[src/rtl/core/arhp_pkg.sv]
`timescale 1ns / 1ps
package arhp_pkg;

    // Parser phase codes
    typedef enum logic [2:0] {
        PH_VER    = 3'd0,
        PH_PASS   = 3'd1,
        PH_TYPE   = 3'd2,
        PH_METHOD = 3'd3,
        PH_RESV   = 3'd4,
        PH_VALUE  = 3'd5,
        PH_DONE   = 3'd6,
        PH_ERROR  = 3'd7
    } arhp_phase_t;

    // Reported status codes
    localparam logic [1:0] ST_BUSY  = 2'd0;
    localparam logic [1:0] ST_DONE  = 2'd1;
    localparam logic [1:0] ST_ERROR = 2'd2;

    // Header constants
    localparam logic [7:0] VERSION_OK   = 8'h01;
    localparam logic [7:0] TYPE_MAX     = 8'h02;
    localparam logic [7:0] METHOD_MAX   = 8'h07;
    localparam logic [7:0] METHOD_BAD   = 8'h02;

    localparam int PASS_W = 48;

    // Complete parser state
    typedef struct packed {
        arhp_phase_t        phase;
        logic [2:0]         byte_count;
        logic [PASS_W-1:0]  pass;
        logic [1:0]         rtype;
        logic [2:0]         method;
        logic [7:0]         resv;
        logic [15:0]        value;
    } arhp_state_t;

    localparam arhp_state_t STATE_CLEAR = '{
        phase:      PH_VER,
        byte_count: 3'd0,
        pass:       '0,
        rtype:      2'd0,
        method:     3'd0,
        resv:       8'd0,
        value:      16'd0
    };

endpackage

[src/rtl/core/admin_request_header_parser.sv]
`timescale 1ns / 1ps
// An accepted request byte's result is registered onto m_tdata in the next cycle.
// Throughput: 1 byte per cycle while the output is not stalled; the output register frees when m_tready is high,
// so s_tready = !m_tvalid || m_tready.
// Reset (aresetn low, synchronous): phase back to version byte, all captured
// fields cleared to zero, no result pending.
module admin_request_header_parser #(
    parameter int PASS_BYTES = 6
) (
    input  logic        aclk,
    input  logic        aresetn,
    // s_tdata: [7:0] data_byte
    input  logic [7:0]  s_tdata,
    // s_tuser: [0] restart
    input  logic [0:0]  s_tuser,
    input  logic        s_tvalid,
    output logic        s_tready,
    // m_tdata: [1:0] status, [49:2] passphrase, [51:50] request_type,
    //          [54:52] method, [62:55] reserved_byte, [78:63] value, [79] zero
    output logic [79:0] m_tdata,
    output logic        m_tvalid,
    input  logic        m_tready
);
    import arhp_pkg::*;

    arhp_state_t state_reg;
    arhp_state_t state_next;
    logic [79:0] m_tdata_reg;
    logic        m_tvalid_reg;
    logic        m_tvalid_next;
    logic        s_accept;
    logic [1:0]  status_next;

    assign s_tready = !m_tvalid_reg || m_tready;
    assign s_accept = s_tvalid && s_tready;

    // Byte decode
    arhp_next #(
        .PASS_BYTES(PASS_BYTES)
    ) u_next (
        .state_cur  (state_reg),
        .data_byte  (s_tdata),
        .restart    (s_tuser[0]),
        .state_next (state_next)
    );

    // Status from the updated phase
    always_comb begin
        unique case (state_next.phase)
            PH_DONE:  status_next = ST_DONE;
            PH_ERROR: status_next = ST_ERROR;
            default:  status_next = ST_BUSY;
        endcase
    end

    // Output valid
    always_comb begin
        m_tvalid_next = m_tvalid_reg;
        if (s_accept) begin
            m_tvalid_next = 1'b1;
        end else if (m_tready) begin
            m_tvalid_next = 1'b0;
        end
    end

    // Parser state and output valid
    always_ff @(posedge aclk) begin
        if (!aresetn) begin
            state_reg    <= STATE_CLEAR;
            m_tvalid_reg <= 1'b0;
        end else begin
            m_tvalid_reg <= m_tvalid_next;
            if (s_accept) begin
                state_reg <= state_next;
            end
        end
    end

    // Result payload
    always_ff @(posedge aclk) begin
        if (s_accept) begin
            m_tdata_reg <= {1'b0, state_next.value, state_next.resv,
                            state_next.method, state_next.rtype,
                            state_next.pass, status_next};
        end
    end

    assign m_tdata  = m_tdata_reg;
    assign m_tvalid = m_tvalid_reg;

`ifndef ASSERT_OFF
    // Every accepted request yields a result next cycle
    a_result_follows: assert property (@(posedge aclk) disable iff (!aresetn)
        s_accept |=> m_tvalid)
        else $error("no result after accepted request");

    // Done and error hold without restart
    a_sticky_end: assert property (@(posedge aclk) disable iff (!aresetn)
        (s_accept && !s_tuser[0] &&
         (state_reg.phase == PH_DONE || state_reg.phase == PH_ERROR))
        |=> $stable(state_reg))
        else $error("terminal phase changed without restart");

    // Passphrase count stays within the passphrase length
    a_pass_count: assert property (@(posedge aclk) disable iff (!aresetn)
        (state_reg.phase == PH_PASS) |-> (state_reg.byte_count <= 3'(PASS_BYTES - 1)))
        else $error("passphrase count out of range");

    // Reported method is never the forbidden code
    a_method_ok: assert property (@(posedge aclk) disable iff (!aresetn)
        m_tvalid |-> (m_tdata[54:52] != METHOD_BAD[2:0]))
        else $error("forbidden method reported");

    // Done status agrees with the stored done phase
    a_status_phase: assert property (@(posedge aclk) disable iff (!aresetn)
        s_accept |=> ((m_tdata[1:0] == ST_DONE) == (state_reg.phase == PH_DONE)))
        else $error("status does not match phase");
`endif

endmodule

[src/rtl/core/arhp_next.sv]
`timescale 1ns / 1ps
module arhp_next #(
    parameter int PASS_BYTES = 6
) (
    input  arhp_pkg::arhp_state_t state_cur,
    input  logic [7:0]            data_byte,
    input  logic                  restart,
    output arhp_pkg::arhp_state_t state_next
);
    import arhp_pkg::*;

    localparam logic [2:0] PASS_LAST = 3'(PASS_BYTES - 1);

    arhp_state_t base;

    // Restart clears everything, then this byte is the version byte
    assign base = restart ? STATE_CLEAR : state_cur;

    // One header byte per request
    always_comb begin
        state_next = base;
        unique case (base.phase)
            PH_VER: begin
                if (data_byte != VERSION_OK) begin
                    state_next.phase = PH_ERROR;
                end else begin
                    state_next.byte_count = 3'd0;
                    state_next.phase      = PH_PASS;
                end
            end
            PH_PASS: begin
                state_next.pass = {base.pass[PASS_W-9:0], data_byte};
                if (base.byte_count >= PASS_LAST) begin
                    state_next.byte_count = 3'd0;
                    state_next.phase      = PH_TYPE;
                end else begin
                    state_next.byte_count = base.byte_count + 3'd1;
                end
            end
            PH_TYPE: begin
                if (data_byte > TYPE_MAX) begin
                    state_next.phase = PH_ERROR;
                end else begin
                    state_next.rtype = data_byte[1:0];
                    state_next.phase = PH_METHOD;
                end
            end
            PH_METHOD: begin
                if (data_byte > METHOD_MAX || data_byte == METHOD_BAD) begin
                    state_next.phase = PH_ERROR;
                end else begin
                    state_next.method = data_byte[2:0];
                    state_next.phase  = PH_RESV;
                end
            end
            PH_RESV: begin
                state_next.resv       = data_byte;
                state_next.byte_count = 3'd0;
                state_next.phase      = PH_VALUE;
            end
            PH_VALUE: begin
                if (base.byte_count == 3'd0) begin
                    state_next.value      = {data_byte, 8'h00};
                    state_next.byte_count = 3'd1;
                end else begin
                    state_next.value      = {base.value[15:8], data_byte};
                    state_next.byte_count = 3'd0;
                    state_next.phase      = PH_DONE;
                end
            end
            PH_DONE, PH_ERROR: begin
                // sticky: hold until restart
                state_next = base;
            end
        endcase
    end

endmodule
[config.mk]
export PLATFORM = sky130hd
export DESIGN_NAME = admin_request_header_parser
export DESIGN_NICKNAME = d
export VERILOG_FILES = /design/src/rtl/core/arhp_pkg.sv /design/src/rtl/core/admin_request_header_parser.sv /design/src/rtl/core/arhp_next.sv
export SDC_FILE = /design/constraint.sdc
export NUM_CORES = 1
export LEC_CHECK = 0
export ABC_AREA = 1
export BUFFER_PORTS_ARGS = -buffer_cell sky130_fd_sc_hd__buf_2
export CAP_MARGIN = 20
export CORE_MARGIN = 10
export CORE_UTILIZATION = 41
export CTS_BUF_LIST = sky130_fd_sc_hd__clkbuf_4
export CTS_CLUSTER_DIAMETER = 80
export CTS_CLUSTER_SIZE = 8
export DETAILED_ROUTE_END_ITERATION = 16
export PLACE_DENSITY = 0.71
export SETUP_SLACK_MARGIN = 0.02
export SLEW_MARGIN = 30
export SYNTH_ARGS = -nofsm -noshare
export SYNTH_HDL_FRONTEND = slang
export SYNTH_SLANG_ARGS = --single-unit
[constraint.sdc]
create_clock -name aclk -period 5.9 [get_ports aclk]
set_input_delay 0 -clock aclk [delete_from_list [all_inputs] [get_ports aclk]]
set_output_delay 0 -clock aclk [all_outputs]
set_load 0.05 [all_outputs]
# ---- After elaboration in Yosys (flattened, before gate mapping)
# Index checks and enable logic that the tools add are counted.
dict set report totals {
  ff_bits 163
  latch_bits 0
  memories 0
  romBits 0
  output_inout_bits 82
  word_cells 54
  input_bits 13
  ramBits 0
}
dict set report classes {
  addsub 1
  reduce_logical 8
  multipliers 0
  shifts 0
  n_mux 22
  bitwise_logic 0
  eq_ne 11
  n_div 0
  n_lt_le_gt_ge 3
}
# cell count
set ops {}
lappend ops {{$mux 83} 1}
lappend ops {{$mux 48} 1}
lappend ops {{$mux 16} 2}
lappend ops {{$mux 3} 8}
lappend ops {{$pmux 3 s7} 1}
lappend ops {{$eq 3x3->1 const B} 6}
lappend ops {{$pmux 3 s4} 1}
lappend ops {{$eq 8x2->1 const B} 1}
lappend ops {{$gt 8x2->1 const B} 1}
lappend ops {{$gt 8x3->1 const B} 1}
lappend ops {{$mux 8} 1}
lappend ops {{$ne 8x1->1 const B} 1}
lappend ops {{$eq 3x2->1 const B} 2}
lappend ops {{$logic_not 3->1} 2}
lappend ops {{$mux 2} 3}
lappend ops {{$pmux 2 s2} 1}
lappend ops {{$add 3x1->3 const B} 1}
lappend ops {{$eq 3x1->1 const B} 1}
lappend ops {{$ge 3x3->1 const B} 1}
lappend ops {{$mux 1} 3}
lappend ops {{$logic_or 1x1->1} 2}
lappend ops {{$reduce_bool 2->1} 1}
lappend ops {{$reduce_or 2->1} 1}
lappend ops {{$logic_and 1x1->1} 1}
lappend ops {{$logic_not 1->1} 1}

# ---- Longest topological paths before layout
dict set report logic_depth {
  word_depth 6
  mapped_depth 14
}

# ---- Cells and area by module
# From an unflattened synthesis, not the netlist that was laid out.
dict set report hier_totals {
  cells_unflattened 963
  hier_area_um2 7678.6
}
# mod cells_per_inst area_each_um2 instances seq_area_each_um2
set by_module_without_submodules {}
lappend by_module_without_submodules {admin_request_header_parser 633 6124.6 1 4053.9}
lappend by_module_without_submodules {arhp_next 330 1554.0 1 0.0}

# ---- Worst setup path before layout
# OpenSTA, ideal clock, no wires.
dict set report synth_timing {
  kind {reg-to-reg}
  startpoint {reg m_tvalid_reg, in the netlist m_tvalid}
  endpoint {reg m_tdata_reg[0], in the netlist m_tdata[0] (enable)}
  t_arrival_ns 3.663
  setup_slack_ns 1.763
  required_ns 5.426
  stages_incl_launch_ff 5
  setup_time_ns 0.474
  period_less_slack_ns 4.137
  n_path_buf 1
  path_cell_list {dfxtp_1 nand2_1 nand2_1 inv_2 clkbuf_1}
}
dict set report synth_between {
  elab_chain_len 3
}
# element line_no
set synth_lines {}
lappend synth_lines {{start, declared} admin_request_header_parser.sv:29} ;# logic m_tvalid_reg;
lappend synth_lines {{start signal, assigned} admin_request_header_parser.sv:72} ;# m_tvalid_reg <= m_tvalid_next;
lappend synth_lines {{$logic_not 1->1} admin_request_header_parser.sv:34} ;# assign s_tready = !m_tvalid_reg || m_tready;
lappend synth_lines {{$logic_or 1x1->1} admin_request_header_parser.sv:34}
lappend synth_lines {{via s_tready} admin_request_header_parser.sv:17} ;# output logic s_tready,
lappend synth_lines {{$logic_and 1x1->1} admin_request_header_parser.sv:35} ;# assign s_accept = s_tvalid && s_tready;
lappend synth_lines {{end signal, assigned} admin_request_header_parser.sv:82} ;# m_tdata_reg <= {1'b0, state_next.value, state_next.resv,
lappend synth_lines {{end, declared} admin_request_header_parser.sv:28} ;# logic [79:0] m_tdata_reg;
# The timed path passes the listed nets, and every way through them passes these cells.
# A chain may end at the register's enable or synchronous reset.

# ---- Worst setup path after layout
dict set report layout_timing {
  startpoint {reg m_tvalid_reg, in the netlist m_tvalid}
  endpoint {reg state_reg[70] (netlist bit)}
}
dict set report layout_between {
  elab_chain_len 3
}
# element line_no
set layout_lines {}
lappend layout_lines {{$logic_not 1->1} admin_request_header_parser.sv:34}
lappend layout_lines {{$logic_or 1x1->1} admin_request_header_parser.sv:34}
lappend layout_lines {{$logic_and 1x1->1} admin_request_header_parser.sv:35}
lappend layout_lines {{end signal, assigned} admin_request_header_parser.sv:74} ;# state_reg <= state_next;
lappend layout_lines {{end, declared} admin_request_header_parser.sv:26} ;# arhp_state_t state_reg;
# No other way between the ends.

==> insert_results.sql <==
INSERT INTO impl_metrics (metric_group, metric, value, unit) VALUES
('logic_synthesis', 'netlist_area', '7070', 'sq um'),
('min_path', 'hold_depth', '4', ''),
('drt', 'drt_first_iter_violations', '516', ''),
('job', 'cap_viol_max_count', '0', ''),
('floorplan', 'core', '16800', 'sq um'),
('grt', 'number_of_global_route_vias_before_repair', '5020', ''),
('grt', 'antenna_found_initial', '1', ''),
('sta', 'timing.slew.headroom', '39.6', '%'),
('critical_path', 'timing.reg2reg.setup_slack', '3480', 'ps'),
('grt', 'grt_pass1_wl', '25.4', 'mm'),
('clock_network', 'cts_sinks', '163', ''),
('critical_path', 'startpoint_type', 'flip-flop', ''),
('logic_synthesis', 'synth_top_cells_by_area', 'edfxtp_1 34%, dfxtp_1 24%, o21ai_0 7.5%', ''),
('placement', 'port_buffers', '93', ''),
('critical_path', 'timing.critical_path.slowest_stage_cell', 'inv_8', ''),
('logic_synthesis', 'synth-seq-cells', '163', ''),
('floorplan', 'die_w', '151', 'um'),
('critical_path', 'worstPathMaxFanout', '151', ''),
('logic_synthesis', 'synth.yosys.warnings', '0', ''),
('placement', 'post_dp_cell_area', '7620', 'sq um'),
('finish', 'commonest_non_fill_non_tap_cells_in_the_layout', '139 x inv_1, 116 x nand2_1, 106 x o21ai_0', ''),
('clock_network', 'cts_made_buffers', '17', ''),
('logic_synthesis', 'synthesis.area_per_instance', '8.46', 'sq um'),
('sta', 'fin_tns_setup', '0', 'ps'),
('drt', 'routedWlPerCell', '13.8', 'um'),
('clock_network', 'max-clock-path-buffers', '2', ''),
('drt', 'finalWirelength', '15.9', 'mm'),
('finish', 'synthToLayoutAreaGrowth', '14.3', '%'),
('min_path', 'hold_path.class', 'input pin to flip-flop', ''),
('logic_synthesis', 'synth_fa_ha_area_share', '0.531', '%'),
('floorplan', 'core.rowCount', '47', ''),
('clock_network', 'clk_pin_slew_worst_paths', '120', 'ps'),
('status', 'status', 'finished, final reports clean', ''),
('floorplan', 'initial_utilization', '42.2', '%'),
('sta', 'worst_max_slew_pin_slew', '905', 'ps'),
('logic_synthesis', 'synth_top_family_by_area', 'simple AND/OR/NAND/NOR gates', ''),
('drt', 'vias', '5568', ''),
('critical_path', 'critical_path_class', 'flip-flop to flip-flop', ''),
('logic_synthesis', 'synth-seq-area-share', '57.3', '%'),
('sta', 'grt_setup_unrepaired', 'false', ''),
('finish', 'layout.cells.most_common', 'inv_1', ''),
('logic_synthesis', 'synth-simple-area-share', '16.7', '%'),
('drt', 'drtAntennaViolNets', '0', ''),
('logic_synthesis', 'synth_largest_area_cell', 'edfxtp_1', ''),
('critical_path', 'arrival', '2930', 'ps'),
('sta', 'finalSetupViolCount', '0', ''),
('floorplan', 'die_height', '151', 'um'),
('critical_path', 'required', '6410', 'ps'),
('floorplan', 'ioPinCount', '95', ''),
('power', 'leakage', '0.00415', 'uW'),
('critical_path', 'worstSetupEndpointType', 'flip-flop', ''),
('floorplan', 'fp.dieArea', '22900', 'sq um'),
('drt', 'remaining_drc_errors', '0', ''),
('finish', 'finalInstanceArea', '8090', 'sq um'),
('logic_synthesis', 'netlist_instances', '836', ''),
('sta', 'finClkSkew', '22.0', 'ps'),
('power', 'cell_area_power_density', '307', 'nW/um^2'),
('sta', 'timing.final.hold_violations', '0', ''),
('grt', 'grtUsageTotal', '13.9', '%'),
('clock_network', 'clockRootBuffer', 'clkbuf_4', ''),
('drt', 'drt_first_pass_iters', '6', ''),
('logic_synthesis', 'postSynth.topFlopCell', 'dfxtp_1', ''),
('clock_network', 'number_of_levels_in_the_clock_h_tree', '4', ''),
('sta', 'pins_over_their_slew_limit', '0', ''),
('sta', 'maxClockFrequency', '412', 'MHz'),
('logic_synthesis', 'synth.top_cell.area_share', '33.5', '%'),
('finish', 'final-instance-count-excl-fill', '1153', ''),
('placement', 'place.gp.congestion', '0.834', ''),
('placement', 'place_hpwl', '10.4', 'mm'),
('logic_synthesis', 'synth_xor_xnor_area_share', '0', '%'),
('power', 'power.ir.vdd_worst', '0.135', 'mV');
-- cell families after synthesis --
family	count (synthesis)
AO/OA/AOI/OAI	199
adder cells (fa/ha/maj)	3
buffers and inverters	191
flip-flops	163
other	1
AND/OR/NAND/NOR	279
-- worst max-delay path: cells and delay by family, from the launching register on --
kind	cells	cell delay [ps]
buf+inv	4	1520
flops	1	330
compound gates	1	90
simple gates	4	330
-- Yosys cell counts (3+ instances only) --
master and instances:
inv_1 139, o21ai_0 106, o21ai_1 38, a21oi_1 44, buf_2 12, nand3_1 57
clkbuf_1 32, o21ai_2 8, inv_2 3, nand2_1 116, ha_1 3, buf_6 3
nor2_1 95, edfxtp_1 79, dfxtp_1 84
-- path summary, 6_finish.rpt --
kind	startpoint	endpoint
max reg2reg	m_tvalid$_SDFFE_PN0P_	state_reg[70]$_SDFFE_PN0P_
max	m_tvalid$_SDFFE_PN0P_	state_reg[70]$_SDFFE_PN0P_
min reg2reg	m_tvalid$_SDFFE_PN0P_	m_tvalid$_SDFFE_PN0P_
min	s_tvalid	m_tvalid$_SDFFE_PN0P_
-- area by class of cell --
type,instances,area [sq um]
Clock buffer,21,158
Inverter,142,541
Tap cell,220,275
Multi-Input combinational cell,482,2260
Timing Repair Buffer,109,626
Fill cell,1622,8670
Sequential cell,163,4050
Clock inverter,11,160
Antenna cell,5,12.5
-- routing by layer --
metal | global-route usage [%] | share of wire, % | up-vias
met5 | 0 | 0 | -
met4 | 4.04 | 1.2 | 0
met3 | 4.21 | 6.7 | 16
met2 | 22.1 | 47 | 136
met1 | 17.9 | 45 | 2541
li1 | - | - | 2875
-- through the flow --
step	total power (uW)	util [%]	worst slack, ps
final	2480	48.2	3480
after global routing	2590	48.2	3170
after CTS	2500	48.0	3360
after detailed placement	1780	45.5	3300
after global placement	1770	45.5	3300
after floorplan	1680	-	1760
-- timing repair --
action                                 4_1_cts  5_1_grt
hold buffers                                11        0
gates resized for setup                      0        0
buffers inserted                             0        0
endpoints found under the hold margin       83        0
-- where the power goes --
| group | switching, uW | internal (uW) |
|---|---|---|
| sequential | 33.1 | 1280 |
| clock | 373 | 352 |
| combinational | 339 | 101 |
No activity file was read; power rests on OpenSTA's default activity.
